## src/hdl/stt_pkg.sv

```systemverilog
// ----------------------------------------------------------------------------
// stt_pkg
// Types and constants shared by the source text tokenizer modules.
// ----------------------------------------------------------------------------
package stt_pkg;

  localparam int unsigned LEN_W       = 6;
  localparam int unsigned QUEUE_DEPTH = 2;
  localparam int unsigned NUM_KW      = 7;

  typedef enum logic [4:0] {
    TK_LBRACE        = 5'd0,
    TK_RBRACE        = 5'd1,
    TK_LPAREN        = 5'd2,
    TK_RPAREN        = 5'd3,
    TK_LBRACKET      = 5'd4,
    TK_RBRACKET      = 5'd5,
    TK_PLUS          = 5'd6,
    TK_MINUS         = 5'd7,
    TK_STAR          = 5'd8,
    TK_BACKSLASH     = 5'd9,
    TK_EQUAL         = 5'd10,
    TK_NOT_EQUAL     = 5'd11,
    TK_GREATER       = 5'd12,
    TK_GREATER_EQUAL = 5'd13,
    TK_LESS          = 5'd14,
    TK_LESS_EQUAL    = 5'd15,
    TK_IF            = 5'd16,
    TK_WHILE         = 5'd17,
    TK_VAR           = 5'd18,
    TK_PRINT         = 5'd19,
    TK_FUNC          = 5'd20,
    TK_END           = 5'd21,
    TK_ID_CHAR       = 5'd22,
    TK_INT           = 5'd23,
    TK_BOOL          = 5'd24,
    TK_STR_CHAR      = 5'd25,
    TK_STR_END       = 5'd26,
    TK_ASSIGN        = 5'd27,
    TK_AND           = 5'd28,
    TK_OR            = 5'd29,
    TK_ERROR         = 5'd30
  } tok_kind_e;

  typedef enum logic [2:0] {
    ERR_NONE     = 3'd0,
    ERR_COLON    = 3'd1,
    ERR_BANG     = 3'd2,
    ERR_UNKNOWN  = 3'd3,
    ERR_UNCLOSED = 3'd4
  } err_e;

  typedef enum logic [1:0] {
    MODE_IDLE,
    MODE_WORD,
    MODE_NUMBER,
    MODE_STRING
  } mode_e;

  typedef enum logic [2:0] {
    OP_NONE,
    OP_COLON,
    OP_BANG,
    OP_EQUAL,
    OP_GREATER,
    OP_LESS
  } op_e;

  typedef enum logic [1:0] {
    MID_NONE,
    MID_TOK,
    MID_DRAIN
  } mid_e;

  typedef enum logic [2:0] {
    ST_IDLE,
    ST_FIRST,
    ST_MID,
    ST_DRAIN,
    ST_LAST
  } back_state_e;

  typedef struct packed {
    tok_kind_e kind;
    err_e      err;
  } tok_t;

  // work for one accepted beat: an optional leading token, an optional middle
  // part (single token or identifier drain) and an optional trailing token
  typedef struct packed {
    logic             first_v;
    tok_t             first;
    mid_e             mid;
    tok_t             mid_tok;
    logic [31:0]      value;
    logic [LEN_W-1:0] len;
    logic             ovf;
    logic             last_v;
    tok_t             last;
    logic [7:0]       text;
    logic [31:0]      line;
  } cmd_t;

  localparam logic [7:0] KW_TEXT [NUM_KW][5] = '{
    '{"i", "f", 8'h00, 8'h00, 8'h00},
    '{"w", "h", "i", "l", "e"},
    '{"v", "a", "r", 8'h00, 8'h00},
    '{"p", "r", "i", "n", "t"},
    '{"f", "u", "n", "c", 8'h00},
    '{"t", "r", "u", "e", 8'h00},
    '{"f", "a", "l", "s", "e"}
  };

  localparam logic [LEN_W-1:0] KW_LEN [NUM_KW] = '{
    LEN_W'(2), LEN_W'(5), LEN_W'(3), LEN_W'(5), LEN_W'(4), LEN_W'(4), LEN_W'(5)
  };

  localparam tok_kind_e KW_KIND [NUM_KW] = '{
    TK_IF, TK_WHILE, TK_VAR, TK_PRINT, TK_FUNC, TK_BOOL, TK_BOOL
  };

  localparam logic KW_VALUE [NUM_KW] = '{1'b0, 1'b0, 1'b0, 1'b0, 1'b0, 1'b1, 1'b0};

endpackage

```

## src/hdl/stt_in_if.sv

```systemverilog
// ----------------------------------------------------------------------------
// stt_in_if
// Source byte channel: valid/ready handshake with kind and byte payload.
// ----------------------------------------------------------------------------
interface stt_in_if;
  logic       valid;
  logic       ready;
  logic       kind;
  logic [7:0] char_byte;

  modport source (output valid, output kind, output char_byte, input ready);
  modport sink   (input valid, input kind, input char_byte, output ready);
endinterface

```

## src/hdl/stt_out_if.sv

```systemverilog
// ----------------------------------------------------------------------------
// stt_out_if
// Token channel: valid/ready handshake with one token per beat.
// ----------------------------------------------------------------------------
interface stt_out_if;
  logic               valid;
  logic               ready;
  logic [4:0]         token_kind;
  logic signed [31:0] token_value;
  logic [7:0]         text_char;
  logic               text_last;
  logic [2:0]         error_code;
  logic [31:0]        error_line;
  logic               run_last;

  modport source (
    output valid, output token_kind, output token_value, output text_char,
    output text_last, output error_code, output error_line, output run_last,
    input ready
  );
  modport sink (
    input valid, input token_kind, input token_value, input text_char,
    input text_last, input error_code, input error_line, input run_last,
    output ready
  );
endinterface

```

## src/hdl/stt_ram.sv

```systemverilog
// ----------------------------------------------------------------------------
// stt_ram
// Generic single write port, single read port RAM with registered read.
// ----------------------------------------------------------------------------
module stt_ram #(
  parameter  int unsigned WIDTH = 8,
  parameter  int unsigned DEPTH = 32,
  localparam int unsigned AW    = $clog2(DEPTH)
) (
  input  logic             clk_i,
  input  logic             we_i,
  input  logic [AW-1:0]    waddr_i,
  input  logic [WIDTH-1:0] wdata_i,
  input  logic [AW-1:0]    raddr_i,
  output logic [WIDTH-1:0] rdata_o
);

  logic [WIDTH-1:0] mem_q [DEPTH];
  logic [WIDTH-1:0] rdata_q;

  always_ff @(posedge clk_i) begin
    if (we_i) begin
      mem_q[waddr_i] <= wdata_i;
    end
    rdata_q <= mem_q[raddr_i];
  end

  assign rdata_o = rdata_q;

endmodule

```

## src/hdl/stt_fifo.sv

```systemverilog
// ----------------------------------------------------------------------------
// stt_fifo
// Short command queue between the scanning front and the token back end.
// ----------------------------------------------------------------------------
module stt_fifo (
  input  logic          clk_i,
  input  logic          rst_ni,
  input  logic          push_i,
  input  stt_pkg::cmd_t cmd_i,
  output logic          full_o,
  input  logic          pop_i,
  output stt_pkg::cmd_t head_o,
  output logic          empty_o
);

  localparam int unsigned PW = $clog2(stt_pkg::QUEUE_DEPTH);
  localparam int unsigned CW = $clog2(stt_pkg::QUEUE_DEPTH + 1);

  stt_pkg::cmd_t   slot_q [stt_pkg::QUEUE_DEPTH];
  logic [PW-1:0]   wr_ptr_q, wr_ptr_d;
  logic [PW-1:0]   rd_ptr_q, rd_ptr_d;
  logic [CW-1:0]   count_q, count_d;
  logic            do_push, do_pop;

  assign full_o  = (count_q == CW'(stt_pkg::QUEUE_DEPTH));
  assign empty_o = (count_q == '0);
  assign head_o  = slot_q[rd_ptr_q];
  assign do_push = push_i && !full_o;
  assign do_pop  = pop_i && !empty_o;

  function automatic logic [PW-1:0] ptr_inc(input logic [PW-1:0] p);
    ptr_inc = (p == PW'(stt_pkg::QUEUE_DEPTH - 1)) ? '0 : p + PW'(1);
  endfunction

  always_comb begin
    wr_ptr_d = do_push ? ptr_inc(wr_ptr_q) : wr_ptr_q;
    rd_ptr_d = do_pop ? ptr_inc(rd_ptr_q) : rd_ptr_q;
    count_d  = count_q;
    if (do_push && !do_pop) begin
      count_d = count_q + CW'(1);
    end else if (do_pop && !do_push) begin
      count_d = count_q - CW'(1);
    end
  end

  always_ff @(posedge clk_i or negedge rst_ni) begin
    if (!rst_ni) begin
      wr_ptr_q <= '0;
      rd_ptr_q <= '0;
      count_q  <= '0;
    end else begin
      wr_ptr_q <= wr_ptr_d;
      rd_ptr_q <= rd_ptr_d;
      count_q  <= count_d;
    end
  end

  always_ff @(posedge clk_i) begin
    if (do_push) begin
      slot_q[wr_ptr_q] <= cmd_i;
    end
  end

endmodule

```

## src/hdl/stt_front.sv

```systemverilog
// ----------------------------------------------------------------------------
// stt_front
// Scanner front end: takes source beats, tracks the lexer state, fills the
// word buffer and queues one command per beat that produces tokens.
// ----------------------------------------------------------------------------
module stt_front #(
  parameter  int unsigned MAX_WORD = 32,
  localparam int unsigned AW       = $clog2(MAX_WORD)
) (
  input  logic          clk_i,
  input  logic          rst_ni,
  stt_in_if.sink        src_i,
  input  logic          full_i,
  input  logic          drain_done_i,
  output logic          push_o,
  output stt_pkg::cmd_t cmd_o,
  output logic          we_o,
  output logic [AW-1:0] waddr_o,
  output logic [7:0]    wdata_o
);

  localparam int unsigned LW = stt_pkg::LEN_W;
  localparam int unsigned KN = stt_pkg::NUM_KW;

  stt_pkg::mode_e  mode_q, mode_d;
  stt_pkg::op_e    pend_q, pend_d;
  logic [LW-1:0]   len_q, len_d;
  logic            ovf_q, ovf_d;
  logic [31:0]     num_q, num_d;
  logic [31:0]     line_q, line_d;
  logic [KN-1:0]   kw_q, kw_d;
  logic            busy_q, busy_d;

  logic            accept;
  logic [7:0]      c;
  logic            is_letter, is_digit;

  logic            si_v;
  stt_pkg::tok_t   si_tok;
  stt_pkg::op_e    si_pend;
  logic            si_str, si_word, si_num, si_nl;
  logic            apply_si;

  logic            kw_hit;
  stt_pkg::tok_kind_e kw_kind;
  logic            kw_val;

  stt_pkg::cmd_t   cmd;

  assign src_i.ready = !busy_q && !full_i;
  assign accept      = src_i.valid && src_i.ready;
  assign c           = src_i.char_byte;
  assign is_letter   = (c >= "a" && c <= "z") || (c >= "A" && c <= "Z");
  assign is_digit    = (c >= "0" && c <= "9");

  function automatic logic [KN-1:0] kw_next(input logic [KN-1:0] ok,
                                            input logic [LW-1:0] pos,
                                            input logic [7:0] ch);
    logic [KN-1:0] r;
    r = '0;
    for (int k = 0; k < KN; k++) begin
      r[k] = ok[k] && (pos < stt_pkg::KW_LEN[k]) && (stt_pkg::KW_TEXT[k][pos[2:0]] == ch);
    end
    return r;
  endfunction

  function automatic stt_pkg::tok_t pend_alone(input stt_pkg::op_e op);
    stt_pkg::tok_t t;
    unique case (op)
      stt_pkg::OP_COLON:   t = '{kind: stt_pkg::TK_ERROR,   err: stt_pkg::ERR_COLON};
      stt_pkg::OP_BANG:    t = '{kind: stt_pkg::TK_ERROR,   err: stt_pkg::ERR_BANG};
      stt_pkg::OP_EQUAL:   t = '{kind: stt_pkg::TK_ASSIGN,  err: stt_pkg::ERR_NONE};
      stt_pkg::OP_GREATER: t = '{kind: stt_pkg::TK_GREATER, err: stt_pkg::ERR_NONE};
      stt_pkg::OP_LESS:    t = '{kind: stt_pkg::TK_LESS,    err: stt_pkg::ERR_NONE};
      default:             t = '{kind: stt_pkg::TK_END,     err: stt_pkg::ERR_NONE};
    endcase
    return t;
  endfunction

  function automatic stt_pkg::tok_t pend_join(input stt_pkg::op_e op);
    stt_pkg::tok_t t;
    t.err = stt_pkg::ERR_NONE;
    unique case (op)
      stt_pkg::OP_COLON:   t.kind = stt_pkg::TK_ASSIGN;
      stt_pkg::OP_BANG:    t.kind = stt_pkg::TK_NOT_EQUAL;
      stt_pkg::OP_EQUAL:   t.kind = stt_pkg::TK_EQUAL;
      stt_pkg::OP_GREATER: t.kind = stt_pkg::TK_GREATER_EQUAL;
      stt_pkg::OP_LESS:    t.kind = stt_pkg::TK_LESS_EQUAL;
      default:             t.kind = stt_pkg::TK_END;
    endcase
    return t;
  endfunction

  // classification of a byte seen with no token in progress
  always_comb begin
    si_v    = 1'b0;
    si_tok  = '{kind: stt_pkg::TK_LBRACE, err: stt_pkg::ERR_NONE};
    si_pend = stt_pkg::OP_NONE;
    si_str  = 1'b0;
    si_word = 1'b0;
    si_num  = 1'b0;
    si_nl   = 1'b0;
    unique case (c)
      " ", "\t": ;
      "\n": si_nl = 1'b1;
      "{":  begin si_v = 1'b1; si_tok.kind = stt_pkg::TK_LBRACE;    end
      "}":  begin si_v = 1'b1; si_tok.kind = stt_pkg::TK_RBRACE;    end
      "(":  begin si_v = 1'b1; si_tok.kind = stt_pkg::TK_LPAREN;    end
      ")":  begin si_v = 1'b1; si_tok.kind = stt_pkg::TK_RPAREN;    end
      "[":  begin si_v = 1'b1; si_tok.kind = stt_pkg::TK_LBRACKET;  end
      "]":  begin si_v = 1'b1; si_tok.kind = stt_pkg::TK_RBRACKET;  end
      "+":  begin si_v = 1'b1; si_tok.kind = stt_pkg::TK_PLUS;      end
      "-":  begin si_v = 1'b1; si_tok.kind = stt_pkg::TK_MINUS;     end
      "*":  begin si_v = 1'b1; si_tok.kind = stt_pkg::TK_STAR;      end
      "\\": begin si_v = 1'b1; si_tok.kind = stt_pkg::TK_BACKSLASH; end
      "&":  begin si_v = 1'b1; si_tok.kind = stt_pkg::TK_AND;       end
      "|":  begin si_v = 1'b1; si_tok.kind = stt_pkg::TK_OR;        end
      ":":  si_pend = stt_pkg::OP_COLON;
      "!":  si_pend = stt_pkg::OP_BANG;
      "=":  si_pend = stt_pkg::OP_EQUAL;
      ">":  si_pend = stt_pkg::OP_GREATER;
      "<":  si_pend = stt_pkg::OP_LESS;
      "\"": si_str = 1'b1;
      default: begin
        if (is_letter) begin
          si_word = 1'b1;
        end else if (is_digit) begin
          si_num = 1'b1;
        end else begin
          si_v   = 1'b1;
          si_tok = '{kind: stt_pkg::TK_ERROR, err: stt_pkg::ERR_UNKNOWN};
        end
      end
    endcase
  end

  // keyword check on the word held so far
  always_comb begin
    kw_hit  = 1'b0;
    kw_kind = stt_pkg::TK_IF;
    kw_val  = 1'b0;
    for (int k = 0; k < KN; k++) begin
      if (kw_q[k] && len_q == stt_pkg::KW_LEN[k] && !ovf_q) begin
        kw_hit  = 1'b1;
        kw_kind = stt_pkg::KW_KIND[k];
        kw_val  = stt_pkg::KW_VALUE[k];
      end
    end
  end

  always_comb begin
    mode_d   = mode_q;
    pend_d   = pend_q;
    len_d    = len_q;
    ovf_d    = ovf_q;
    num_d    = num_q;
    line_d   = line_q;
    kw_d     = kw_q;
    apply_si = 1'b0;
    we_o     = 1'b0;
    waddr_o  = len_q[AW-1:0];
    wdata_o  = c;
    cmd      = '0;
    cmd.line = line_q;

    if (accept) begin
      if (src_i.kind) begin
        if (pend_q != stt_pkg::OP_NONE) begin
          cmd.first_v = 1'b1;
          cmd.first   = pend_alone(pend_q);
        end
        unique case (mode_q)
          stt_pkg::MODE_WORD: begin
            if (kw_hit) begin
              cmd.mid     = stt_pkg::MID_TOK;
              cmd.mid_tok = '{kind: kw_kind, err: stt_pkg::ERR_NONE};
              cmd.value   = {31'd0, kw_val};
            end else begin
              cmd.mid = stt_pkg::MID_DRAIN;
              cmd.len = len_q;
              cmd.ovf = ovf_q;
            end
          end
          stt_pkg::MODE_NUMBER: begin
            cmd.mid     = stt_pkg::MID_TOK;
            cmd.mid_tok = '{kind: stt_pkg::TK_INT, err: stt_pkg::ERR_NONE};
            cmd.value   = num_q;
          end
          stt_pkg::MODE_STRING: begin
            cmd.mid     = stt_pkg::MID_TOK;
            cmd.mid_tok = '{kind: stt_pkg::TK_ERROR, err: stt_pkg::ERR_UNCLOSED};
          end
          default: ;
        endcase
        cmd.last_v = 1'b1;
        cmd.last   = '{kind: stt_pkg::TK_END, err: stt_pkg::ERR_NONE};
        mode_d     = stt_pkg::MODE_IDLE;
        pend_d     = stt_pkg::OP_NONE;
        len_d      = '0;
        ovf_d      = 1'b0;
        num_d      = '0;
        line_d     = '0;
      end else if (pend_q != stt_pkg::OP_NONE) begin
        cmd.first_v = 1'b1;
        pend_d      = stt_pkg::OP_NONE;
        if (c == "=") begin
          cmd.first = pend_join(pend_q);
        end else begin
          cmd.first = pend_alone(pend_q);
          apply_si  = 1'b1;
        end
      end else begin
        unique case (mode_q)
          stt_pkg::MODE_WORD: begin
            if (is_letter) begin
              if (len_q < LW'(MAX_WORD)) begin
                we_o  = 1'b1;
                len_d = len_q + LW'(1);
                kw_d  = kw_next(kw_q, len_q, c);
              end else begin
                ovf_d = 1'b1;
              end
            end else begin
              if (kw_hit) begin
                cmd.mid     = stt_pkg::MID_TOK;
                cmd.mid_tok = '{kind: kw_kind, err: stt_pkg::ERR_NONE};
                cmd.value   = {31'd0, kw_val};
              end else begin
                cmd.mid = stt_pkg::MID_DRAIN;
                cmd.len = len_q;
                cmd.ovf = ovf_q;
              end
              len_d    = '0;
              ovf_d    = 1'b0;
              mode_d   = stt_pkg::MODE_IDLE;
              apply_si = 1'b1;
            end
          end
          stt_pkg::MODE_NUMBER: begin
            if (is_digit) begin
              num_d = {num_q[28:0], 3'b000} + {num_q[30:0], 1'b0} + {28'd0, c[3:0]};
            end else begin
              cmd.mid     = stt_pkg::MID_TOK;
              cmd.mid_tok = '{kind: stt_pkg::TK_INT, err: stt_pkg::ERR_NONE};
              cmd.value   = num_q;
              num_d       = '0;
              mode_d      = stt_pkg::MODE_IDLE;
              apply_si    = 1'b1;
            end
          end
          stt_pkg::MODE_STRING: begin
            cmd.last_v = 1'b1;
            if (c == "\"") begin
              cmd.last = '{kind: stt_pkg::TK_STR_END, err: stt_pkg::ERR_NONE};
              mode_d   = stt_pkg::MODE_IDLE;
            end else begin
              cmd.last = '{kind: stt_pkg::TK_STR_CHAR, err: stt_pkg::ERR_NONE};
              cmd.text = c;
            end
          end
          default: apply_si = 1'b1;
        endcase
      end

      if (apply_si) begin
        if (si_v) begin
          cmd.last_v = 1'b1;
          cmd.last   = si_tok;
        end
        if (si_pend != stt_pkg::OP_NONE) begin
          pend_d = si_pend;
        end
        if (si_str) begin
          mode_d = stt_pkg::MODE_STRING;
        end
        if (si_word) begin
          mode_d  = stt_pkg::MODE_WORD;
          we_o    = 1'b1;
          waddr_o = '0;
          len_d   = LW'(1);
          ovf_d   = 1'b0;
          kw_d    = kw_next('1, '0, c);
        end
        if (si_num) begin
          mode_d = stt_pkg::MODE_NUMBER;
          num_d  = {28'd0, c[3:0]};
        end
        if (si_nl) begin
          line_d = line_q + 32'd1;
        end
      end
    end

    push_o = accept && (cmd.first_v || cmd.mid != stt_pkg::MID_NONE || cmd.last_v);
    cmd_o  = cmd;

    // hold input while buffered identifier characters are read out
    busy_d = busy_q;
    if (drain_done_i) begin
      busy_d = 1'b0;
    end
    if (push_o && cmd.mid == stt_pkg::MID_DRAIN) begin
      busy_d = 1'b1;
    end
  end

  always_ff @(posedge clk_i or negedge rst_ni) begin
    if (!rst_ni) begin
      mode_q <= stt_pkg::MODE_IDLE;
      pend_q <= stt_pkg::OP_NONE;
      len_q  <= '0;
      ovf_q  <= 1'b0;
      num_q  <= '0;
      line_q <= '0;
      kw_q   <= '0;
      busy_q <= 1'b0;
    end else begin
      mode_q <= mode_d;
      pend_q <= pend_d;
      len_q  <= len_d;
      ovf_q  <= ovf_d;
      num_q  <= num_d;
      line_q <= line_d;
      kw_q   <= kw_d;
      busy_q <= busy_d;
    end
  end

endmodule

```

## src/hdl/stt_back.sv

```systemverilog
// ----------------------------------------------------------------------------
// stt_back
// Token back end: walks each queued command and emits its tokens, one beat per
// cycle while tok_o is ready, reading identifier characters from the word buffer.
// ----------------------------------------------------------------------------
module stt_back #(
  parameter  int unsigned MAX_WORD = 32,
  localparam int unsigned AW       = $clog2(MAX_WORD)
) (
  input  logic          clk_i,
  input  logic          rst_ni,
  input  stt_pkg::cmd_t head_i,
  input  logic          empty_i,
  output logic          pop_o,
  output logic          drain_done_o,
  output logic [AW-1:0] raddr_o,
  input  logic [7:0]    rdata_i,
  stt_out_if.source     tok_o
);

  localparam int unsigned LW = stt_pkg::LEN_W;

  stt_pkg::back_state_e state_q, state_d, after;
  stt_pkg::cmd_t        cur_q, cur_d;
  logic [LW-1:0]        idx_q, idx_d;
  logic                 adv, emit, fin, at_end;

  logic                 out_valid_q, out_valid_d;
  stt_pkg::tok_kind_e   res_kind, kind_q;
  logic [31:0]          res_value, value_q;
  logic [7:0]           res_text, text_q;
  logic                 res_tlast, tlast_q;
  stt_pkg::err_e        res_err, err_q;
  logic [31:0]          res_line, line_q;
  logic                 run_last_q;

  function automatic stt_pkg::back_state_e entry(input stt_pkg::cmd_t cmd);
    stt_pkg::back_state_e s;
    if (cmd.first_v) begin
      s = stt_pkg::ST_FIRST;
    end else if (cmd.mid == stt_pkg::MID_TOK) begin
      s = stt_pkg::ST_MID;
    end else if (cmd.mid == stt_pkg::MID_DRAIN) begin
      s = stt_pkg::ST_DRAIN;
    end else begin
      s = stt_pkg::ST_LAST;
    end
    return s;
  endfunction

  assign adv    = !out_valid_q || tok_o.ready;
  assign emit   = adv && (state_q != stt_pkg::ST_IDLE);
  assign at_end = (idx_q == cur_q.len - LW'(1));

  // next state
  always_comb begin
    unique case (state_q)
      stt_pkg::ST_FIRST: begin
        if (cur_q.mid == stt_pkg::MID_TOK) begin
          after = stt_pkg::ST_MID;
        end else if (cur_q.mid == stt_pkg::MID_DRAIN) begin
          after = stt_pkg::ST_DRAIN;
        end else if (cur_q.last_v) begin
          after = stt_pkg::ST_LAST;
        end else begin
          after = stt_pkg::ST_IDLE;
        end
      end
      stt_pkg::ST_MID:   after = cur_q.last_v ? stt_pkg::ST_LAST : stt_pkg::ST_IDLE;
      stt_pkg::ST_DRAIN: begin
        if (!at_end) begin
          after = stt_pkg::ST_DRAIN;
        end else begin
          after = cur_q.last_v ? stt_pkg::ST_LAST : stt_pkg::ST_IDLE;
        end
      end
      stt_pkg::ST_LAST:  after = stt_pkg::ST_IDLE;
      default:           after = stt_pkg::ST_IDLE;
    endcase

    fin     = emit && (after == stt_pkg::ST_IDLE);
    state_d = emit ? after : state_q;
    cur_d   = cur_q;
    pop_o   = ((state_q == stt_pkg::ST_IDLE) || fin) && !empty_i;
    if (pop_o) begin
      state_d = entry(head_i);
      cur_d   = head_i;
    end

    // read address is taken from idx_d so the registered read data lines up with idx_q
    idx_d = '0;
    if (state_d == stt_pkg::ST_DRAIN && state_q == stt_pkg::ST_DRAIN) begin
      idx_d = emit ? idx_q + LW'(1) : idx_q;
    end
  end

  assign raddr_o      = idx_d[AW-1:0];
  assign drain_done_o = emit && (state_q == stt_pkg::ST_DRAIN) && at_end;

  // token fields
  always_comb begin
    res_kind  = stt_pkg::TK_END;
    res_value = '0;
    res_text  = '0;
    res_tlast = 1'b0;
    res_err   = stt_pkg::ERR_NONE;
    unique case (state_q)
      stt_pkg::ST_FIRST: begin
        res_kind = cur_q.first.kind;
        res_err  = cur_q.first.err;
      end
      stt_pkg::ST_MID: begin
        res_kind  = cur_q.mid_tok.kind;
        res_err   = cur_q.mid_tok.err;
        res_value = cur_q.value;
      end
      stt_pkg::ST_DRAIN: begin
        res_kind  = stt_pkg::TK_ID_CHAR;
        res_value = {31'd0, cur_q.ovf};
        res_text  = rdata_i;
        res_tlast = at_end;
      end
      stt_pkg::ST_LAST: begin
        res_kind = cur_q.last.kind;
        res_err  = cur_q.last.err;
        res_text = cur_q.text;
      end
      default: ;
    endcase
    res_line    = (res_kind == stt_pkg::TK_ERROR) ? cur_q.line : '0;
    out_valid_d = emit ? 1'b1 : (tok_o.ready ? 1'b0 : out_valid_q);
  end

  always_ff @(posedge clk_i or negedge rst_ni) begin
    if (!rst_ni) begin
      state_q     <= stt_pkg::ST_IDLE;
      idx_q       <= '0;
      out_valid_q <= 1'b0;
    end else begin
      state_q     <= state_d;
      idx_q       <= idx_d;
      out_valid_q <= out_valid_d;
    end
  end

  always_ff @(posedge clk_i) begin
    cur_q <= cur_d;
    if (emit) begin
      kind_q     <= res_kind;
      value_q    <= res_value;
      text_q     <= res_text;
      tlast_q    <= res_tlast;
      err_q      <= res_err;
      line_q     <= res_line;
      run_last_q <= fin;
    end
  end

  assign tok_o.valid       = out_valid_q;
  assign tok_o.token_kind  = kind_q;
  assign tok_o.token_value = value_q;
  assign tok_o.text_char   = text_q;
  assign tok_o.text_last   = tlast_q;
  assign tok_o.error_code  = err_q;
  assign tok_o.error_line  = line_q;
  assign tok_o.run_last    = run_last_q;

endmodule

```

## src/hdl/source_text_tokenizer.sv

```systemverilog
// ----------------------------------------------------------------------------
// source_text_tokenizer
// Streaming lexer: source bytes in, tokens out.
//
//   channel  dir  handshake      beat
//   src_i    in   valid/ready    kind, char_byte
//   tok_o    out  valid/ready    token_kind, token_value, text_char,
//                                text_last, error_code, error_line, run_last
//
// the front takes one byte per cycle while the queue has room; the back emits
// one token per cycle while tok_o is ready; an identifier that is not a
// keyword holds src_i after its closing beat until its last character is read
// out; a two-entry command queue lets either side stall on its own
// reset is asynchronous and active low; the word buffer is not cleared
// ----------------------------------------------------------------------------
module source_text_tokenizer #(
  parameter int unsigned MAX_WORD = 32
) (
  input  logic      clk_i,
  input  logic      rst_ni,
  stt_in_if.sink    src_i,
  stt_out_if.source tok_o
);

  localparam int unsigned AW = $clog2(MAX_WORD);

  stt_pkg::cmd_t push_cmd, head_cmd;
  logic          push, full, pop, empty, drain_done;
  logic          we;
  logic [AW-1:0] waddr, raddr;
  logic [7:0]    wdata, rdata;

  stt_front #(
    .MAX_WORD (MAX_WORD)
  ) u_front (
    .clk_i        (clk_i),
    .rst_ni       (rst_ni),
    .src_i        (src_i),
    .full_i       (full),
    .drain_done_i (drain_done),
    .push_o       (push),
    .cmd_o        (push_cmd),
    .we_o         (we),
    .waddr_o      (waddr),
    .wdata_o      (wdata)
  );

  stt_ram #(
    .WIDTH (8),
    .DEPTH (MAX_WORD)
  ) u_word_buf (
    .clk_i   (clk_i),
    .we_i    (we),
    .waddr_i (waddr),
    .wdata_i (wdata),
    .raddr_i (raddr),
    .rdata_o (rdata)
  );

  stt_fifo u_queue (
    .clk_i   (clk_i),
    .rst_ni  (rst_ni),
    .push_i  (push),
    .cmd_i   (push_cmd),
    .full_o  (full),
    .pop_i   (pop),
    .head_o  (head_cmd),
    .empty_o (empty)
  );

  stt_back #(
    .MAX_WORD (MAX_WORD)
  ) u_back (
    .clk_i        (clk_i),
    .rst_ni       (rst_ni),
    .head_i       (head_cmd),
    .empty_i      (empty),
    .pop_o        (pop),
    .drain_done_o (drain_done),
    .raddr_o      (raddr),
    .rdata_i      (rdata),
    .tok_o        (tok_o)
  );

endmodule
```

## src/flat_wrapper.sv

```systemverilog
// flat-port wrapper written by rule: the top's interface ports become plain ports
module source_text_tokenizer_flat 
#(
  parameter int unsigned MAX_WORD = 32
)
  (clk_i, rst_ni, src_i_valid, src_i_kind, src_i_char_byte, src_i_ready, tok_o_valid, tok_o_token_kind, tok_o_token_value, tok_o_text_char, tok_o_text_last, tok_o_error_code, tok_o_error_line, tok_o_run_last, tok_o_ready);
  stt_in_if src_i_i ();
  stt_out_if tok_o_i ();
  input  logic clk_i;
  input  logic rst_ni;
  input wire logic [$bits(src_i_i.valid)-1:0] src_i_valid;
  input wire logic [$bits(src_i_i.kind)-1:0] src_i_kind;
  input wire logic [$bits(src_i_i.char_byte)-1:0] src_i_char_byte;
  output wire logic [$bits(src_i_i.ready)-1:0] src_i_ready;
  output wire logic [$bits(tok_o_i.valid)-1:0] tok_o_valid;
  output wire logic [$bits(tok_o_i.token_kind)-1:0] tok_o_token_kind;
  output wire logic [$bits(tok_o_i.token_value)-1:0] tok_o_token_value;
  output wire logic [$bits(tok_o_i.text_char)-1:0] tok_o_text_char;
  output wire logic [$bits(tok_o_i.text_last)-1:0] tok_o_text_last;
  output wire logic [$bits(tok_o_i.error_code)-1:0] tok_o_error_code;
  output wire logic [$bits(tok_o_i.error_line)-1:0] tok_o_error_line;
  output wire logic [$bits(tok_o_i.run_last)-1:0] tok_o_run_last;
  input wire logic [$bits(tok_o_i.ready)-1:0] tok_o_ready;
  assign src_i_i.valid = src_i_valid;
  assign src_i_i.kind = src_i_kind;
  assign src_i_i.char_byte = src_i_char_byte;
  assign src_i_ready = src_i_i.ready;
  assign tok_o_valid = tok_o_i.valid;
  assign tok_o_token_kind = tok_o_i.token_kind;
  assign tok_o_token_value = tok_o_i.token_value;
  assign tok_o_text_char = tok_o_i.text_char;
  assign tok_o_text_last = tok_o_i.text_last;
  assign tok_o_error_code = tok_o_i.error_code;
  assign tok_o_error_line = tok_o_i.error_line;
  assign tok_o_run_last = tok_o_i.run_last;
  assign tok_o_i.ready = tok_o_ready;
  source_text_tokenizer #(.MAX_WORD(MAX_WORD)) u_core (.clk_i(clk_i), .rst_ni(rst_ni), .src_i(src_i_i), .tok_o(tok_o_i));
endmodule
```

## config.mk

```make
export PLATFORM = sky130hd
export DESIGN_NAME = source_text_tokenizer_flat
export DESIGN_NICKNAME = d
export VERILOG_FILES = /design/src/hdl/stt_pkg.sv /design/src/hdl/stt_in_if.sv /design/src/hdl/stt_out_if.sv /design/src/hdl/stt_ram.sv /design/src/hdl/stt_fifo.sv /design/src/hdl/stt_front.sv /design/src/hdl/stt_back.sv /design/src/hdl/source_text_tokenizer.sv /design/src/flat_wrapper.sv
export SDC_FILE = /design/constraint.sdc
export NUM_CORES = 1
export LEC_CHECK = 0
export BUFFER_PORTS_ARGS = -buffer_cell sky130_fd_sc_hd__buf_2
export CAP_MARGIN = 5
export CORE_AREA = 8 8 304 306
export DETAILED_ROUTE_END_ITERATION = 8
export DIE_AREA = 0 0 312 314
export GPL_ROUTABILITY_DRIVEN = 0
export PLACE_DENSITY = 0.61
export SYNTH_ARGS = -nofsm -noshare
export SYNTH_HDL_FRONTEND = slang
export SYNTH_SLANG_ARGS = --single-unit
```

## constraint.sdc

```tcl
create_clock -name clk_i -period 7.05 [get_ports clk_i]
set_input_delay 0 -clock clk_i [delete_from_list [all_inputs] [get_ports clk_i]]
set_output_delay 0 -clock clk_i [all_outputs]
set_load 0.01 [all_outputs]
```

**After elaboration in Yosys (flattened, before gate mapping)**

Memories as Yosys holds them, arrays and structs flattened. A register that Yosys moved wholly into a read port is not among the register bits.
Cells that the tools add are included.

- Add/subtract/negate cells: 10
- $lt $le $gt $ge: 12
- Eq/ne operators: 60
- Muxes and demuxes: 157
- Bitwise operators: 1
- Reduce and logical (&&, ||, !) cells: 71

Operators with widths:

| cell | count |
|---|---|
| $mux W32 | 9 |
| $mux W8 | 19 |
| $pmux W32 S2 | 2 |
| $eq A8 B6 Y1 const B | 13 |
| $pmux W42 S2 | 1 |
| $mux W75 | 1 |
| $mux W7 | 10 |
| $mux W67 | 1 |
| $mux W66 | 1 |
| $pmux W5 S12 | 1 |
| $eq A8 B8 Y1 | 7 |
| $mux W6 | 9 |
| $mux W1 | 49 |
| $mux W49 | 1 |
| $eq A7 B8 Y1 const A | 6 |
| $eq A8 B7 Y1 const B | 6 |
| $logic_and A1 B1 Y1 | 45 |
| $mux W5 | 9 |
| $mux W3 | 14 |
| $mux W41 | 1 |
| $mux W40 | 1 |
| $pmux W8 S5 | 1 |
| $mux W9 | 4 |
| $add A32 B1 Y32 const B | 1 |
| 48 further kinds | 99 |

- Bits in registers: 286
- RAM bits: 470
- Bits in read-only memories: 448
- Logic and storage cells: 355
- Memories: 9

Memories:

| memory | words | bits a word | rd ports | clocked after Yosys merged registers in | write ports | RTL line | source |
|---|---|---|---|---|---|---|---|
| u_core.u_word_buf.mem_q | 32 | 8 | 1 | 1 | 1 | stt_ram.sv:18 | `logic [WIDTH-1:0] mem_q [DEPTH];` |
| u_core.u_queue.slot_q | 2 | 107 | 1 | 0 | 1 | stt_fifo.sv:19 | `stt_pkg::cmd_t slot_q [stt_pkg::QUEUE_DEPTH];` |
| (name not given) | 8 | 8 | 1 | 0 | 0 | stt_front.sv:62 | `r[k] = ok[k] && (pos < stt_pkg::KW_LEN[k]) && (stt_pkg::KW_TEXT[k][pos[2:0]] == ch);` |
| (name not given) | 8 | 8 | 1 | 0 | 0 | stt_front.sv:62 |  |
| (name not given) | 8 | 8 | 1 | 0 | 0 | stt_front.sv:62 |  |
| (name not given) | 8 | 8 | 1 | 0 | 0 | stt_front.sv:62 |  |
| +3 memories | - | - | - | - | - | - |  |

**Depth between registers and ports, before layout**

- Word-level depth: 27
- Gate-level depth with buffers: 15
- Mapped depth without buffers: 14

**Cells and area by module**

Synthesis repeated with hierarchy kept, for this count alone.

- Cell total of the unflattened synthesis: 2269
- Area total of the unflattened synthesis: 33648.5 um2

Modules (own cells, without submodules):

| module | times used | cells each | area an instance (um2) | seq. area each (um2) |
|---|---|---|---|---|
| stt_ram | 1 | 417 | 10053.4 | 7847.5 |
| stt_front | 1 | 1080 | 8304.2 | 2102.0 |
| stt_fifo | 1 | 352 | 7987.7 | 6526.3 |
| stt_back | 1 | 420 | 7303.3 | 5895.7 |

**Worst setup path before layout**

OpenSTA, ideal clock, no wires.

- Kind: register to register
- From: reg u_core.u_front.len_q[0]
- To: mem u_core.u_queue.slot_q[0][0] (netlist name) (enable)
- Arrival time: 6894 ps
- Setup slack: -418 ps
- Stages on the path, launching flop included: 12
- Buffers on the path: 2
- Clock period less this slack: 7468 ps
- Cell sequence: dfrtp_1 -> clkbuf_1 -> inv_1 -> ha_1 -> clkbuf_1 -> nor4b_1 -> a21boi_0 -> o21ai_0 -> nor3_2 -> nor4_1 -> a31oi_2 -> nor2b_1

RTL lines:

| what | RTL line | source |
|---|---|---|
| start: declaration | stt_front.sv:27 | `logic [LW-1:0] len_q, len_d;` |
| start signal: assignment | stt_front.sv:320 | `len_q <= len_d;` |
| end: declaration | stt_fifo.sv:19 |  |

==> flow_metrics.env <==
export IMPL_dp_final_hpwl_um=50960
export IMPL_status="finished clean"
export IMPL_hp_start="src_i_valid"
export IMPL_rsz0062_at_grt="false"
export IMPL_max_cap_violations=0
export IMPL_synth_area_per_cell_um2=13.72
export IMPL_cts_root_buffer="clkbuf_16"
export IMPL_cp_data_required_time_ns=7.34
export IMPL_period_needed_ns=4.797
export IMPL_synth_area_um2=32920
export IMPL_grt_antenna_before_repair=1
export IMPL_cts_tree="yes"
export IMPL_whs_ns=0.04264
export IMPL_endpoint_kind="flip-flop"
export IMPL_synthFlopType="edfxtp_1"
export IMPL_clkPwrFrac_pct=31.3
export IMPL_synth_most_common_cell="edfxtp_1"
export IMPL_fin_util_pct=42.78
export IMPL_ys_seq_area_share_pct=66.31
export IMPL_synth_seq_cells=746
export IMPL_internal_power_w=0.009392
export IMPL_leakage_nw=13.62
export IMPL_r2r_end="u_core.u_queue.slot_q[1][73]$_DFFE_PP_"
export IMPL_drive_gt1_share_pct=16.93
export IMPL_rows=109
export IMPL_synth_top_area_share_pct=58.38
export IMPL_p_per_area_nw_per_um2=356.5
export IMPL_start_util_pct=37.60
export IMPL_ant_nets=0
export IMPL_drc_errors=0
export IMPL_initialDrtViolationCount=1839
export IMPL_peakVddDrop_v=0.0002642
export IMPL_port_buffers=96
export IMPL_grt_pass1_vias=20520
export IMPL_path_class="reg -> reg"
export IMPL_die_h_um=314
export IMPL_track_usage_pct=15.44
export IMPL_synth_edf_count=640
export IMPL_dieArea_um2=97970
export IMPL_fin_tns_setup_ns=0
export IMPL_cp_arrival_ns=5.09
export IMPL_min_period_over_period_pct=68.04
export IMPL_grt_pass1_wl_um=120000
export IMPL_grt_overflow=0
export IMPL_cts_resized=0
export IMPL_nFillCells=7937
export IMPL_cts_buffers=78
export IMPL_ys_warn_count=0
export IMPL_swShare_pct=29.66
export IMPL_crit_fanout=66
export IMPL_endpoint="u_core.u_queue.slot_q[1][73]$_DFFE_PP_"
export IMPL_cts_max_level=3
export IMPL_p_seq_share_pct=45.9
export IMPL_fin_nets=2603
export IMPL_wl_per_cell_um=20.85
export IMPL_synthArstFlopShare_pct=13.14
export IMPL_synth_distinct_cells=90
export IMPL_die_w_um=312
export IMPL_hold_viol=0
export IMPL_reg2reg_depth=10
export IMPL_areaGrowthSynthToFinish_pct=13.77
export IMPL_finalSetupViolCount=0
export IMPL_rrSetupSlack_ns=2.25
export IMPL_syn_inst=2399
export IMPL_yosys_top_cells_count="edfxtp_1 (640), nand2_1 (213), nor2_1 (140)"
export IMPL_maxClockFrequency_mhz=208.5
export IMPL_combPwrFrac_pct=22.8
export IMPL_min_delay_path_class="in -> reg"
export IMPL_core_um2=87560
export IMPL_r2r_start="u_core.u_front.len_q[0]$_DFFE_PN0P_"
export IMPL_syn_num_nets=2497
export IMPL_relSlewSlack_pct=19.39
export IMPL_yosysTopAreaCell="edfxtp_1"
export IMPL_synth_area_leaders="edfxtp_1 (58%), dfrtp_1 (7.4%), mux2_2 (3.5%), ha_1 (3.2%), nand2_1 (2.4%)"
export IMPL_slew_viol_final=0
export IMPL_finalClockSkew_ns=0.02516
export IMPL_routed_via_density=5.382
export IMPL_firstDrtPassIters=6
export IMPL_cts_sinks=746
export IMPL_power_switching_w=0.003960
export IMPL_grt_start_max_net_pins=86
export IMPL_critPathLaunch="u_core.u_front.len_q[0]$_DFFE_PN0P_"
export IMPL_vias=20070
export IMPL_start_kind="flip-flop"
export IMPL_clk_latency_ns=0.63
export IMPL_wl_um=77760
export IMPL_cts_clk_slew_worst_paths_ns=0.07
export IMPL_io_pins=97
export IMPL_tightest_slew_ns=1.206
export IMPL_cts_buffer_depth=3
==> routing by layer <==
layer | GRT usage [%] | vias to the layer above | part of all wire, %
met1 | 19.84 | 10060 | 42
met3 | 2.494 | 122 | 5.2
met4 | 4.551 | 0 | 2.4
li1 | - | 9293 | -
met2 | 26.85 | 602 | 50
met5 | 0 | - | 0
==> cells by family (layout without fill, tap and decap cells) <==
group / after synthesis / in the layout / share of synthesized area, %
flops: 746 / 746 / 66.31
simple gates: 701 / 701 / 10.66
compound gates: 498 / 498 / 10.12
buf+inv: 166 / 331 / 2.030
mux: 152 / 152 / 6.187
fa+ha+maj: 86 / 86 / 3.306
xor+xnor: 50 / 50 / 1.376
other cells: 0 / 1 / 0
==> worst max-delay path: stages (launching register included) <==
cell      delay [ns]
dfrtp_1         0.83
inv_1           0.27
ha_1            0.38
nor4b_1         0.21
a21boi_0        0.22
o21ai_0         0.23
nor3_2          0.58
nor4_1          0.13
a31oi_2         0.33
and2_4          0.81
buf_4           0.41
==> worst min path at each step <==
stage | end | depth (start not counted)
6_report | u_core.u_front.pend_q[2]$_DFFE_PN0P_ | 4
5_1_grt | u_core.u_word_buf.mem_q[30][0]$_DFFE_PP_ | 2
4_1_cts | u_core.u_front.len_q[5]$_DFFE_PN0P_ | 4
3_5_place_dp | u_core.u_back.idx_q[5]$_DFFE_PN0P_ | 1
3_3_place_gp | u_core.u_back.tok_o.valid$_DFFE_PN0P_ | 1
2_1_floorplan | u_core.u_back.idx_q[0]$_DFF_PN0_ | 0
==> repair_timing <==
| item | CTS | global route |
|---|---|---|
| setup buffers | 0 | 0 |
| hold endpoints to repair | 98 | 0 |
| hold buffers | 8 | 0 |
==> metrics by stage <==
stage | total power, W | worst slack [ns] | instance area [um^2] | instances
floorplan | 0.008182 | 1.519 | 32920 | 2399
global placement | 0.009261 | 2.431 | 34750 | 3582
detailed placement | 0.009312 | 2.283 | 34750 | 3582
CTS | 0.01353 | 2.243 | 37450 | 3729
global route | 0.01396 | 1.885 | 37450 | 3729
finish | 0.01335 | 2.253 | 37460 | 3730
==> state kept, by name, summed over array words and instances, names as in the netlist, 3 cells and up <==
signal / count
u_core.u_back.tok_o.error_line: 32
u_core.u_front.kw_q: 7
u_core.u_front.line_q: 32
u_core.u_back.state_q: 3
u_core.u_back.idx_q: 6
u_core.u_back.tok_o.error_code: 3
u_core.u_queue.slot_q: 202
u_core.u_back.tok_o.text_char: 8
u_core.u_back.tok_o.token_kind: 5
u_core.u_front.len_q: 6
u_core.u_front.pend_q: 3
u_core.u_word_buf.mem_q: 256
u_core.u_front.num_q: 32
u_core.u_word_buf.rdata_o: 8
u_core.u_back.tok_o.token_value: 32
u_core.u_back.cur_q: 100
==> power groups by stage <==
stage | registers, W | logic, W | clock network, W
after global routing | 0.00621 | 0.00332 | 0.00443
after CTS | 0.00614 | 0.00312 | 0.00427
after global placement | 0.00621 | 0.00305 | 0
final | 0.00612 | 0.00305 | 0.00418
after floorplan | 0.00619 | 0.00199 | 0
after detailed placement | 0.00622 | 0.00309 | 0
==> final cells by class <==
type / count / area, um^2 / share of cell area, %
repair buffers: 143 / 878.3 / 2.345
flip-flops and latches: 746 / 21830 / 58.29
well taps: 1165 / 1458 / 3.892
clock buffers: 87 / 1996 / 5.328
inverters: 49 / 183.9 / 0.4910
clock inverters: 52 / 621.8 / 1.660
multi-input cells: 1487 / 10480 / 27.98
diodes: 1 / 2.502 / 0.006681
==> placed cells by master (no fill, tap or decap), types with 12 or more instances in the layout <==
cell and count:
edfxtp_1 640, nand2_1 212, nor2_1 138, o21ai_0 121
a21oi_1 120, and2_1 115, mux2_2 102, dfrtp_1 97
buf_2 95, ha_1 83, clkbuf_16 78, nor3_1 50
inv_1 47, buf_4 39, nand3_1 34, mux4_2 31
xnor2_1 30, a21o_1 24, a2bb2oi_1 24, o31ai_1 23
a31oi_1 22, a22o_1 20, mux2i_1 19, and3_1 19
nand2b_1 18, nor2b_1 17, nand3b_1 16, xor2_1 16
nand4_1 15, o21a_1 15, a211oi_1 15, clkinv_1 15
or3_1 14, o22a_1 14, clkinv_2 12
No activity file was read; power rests on OpenSTA's default activity.
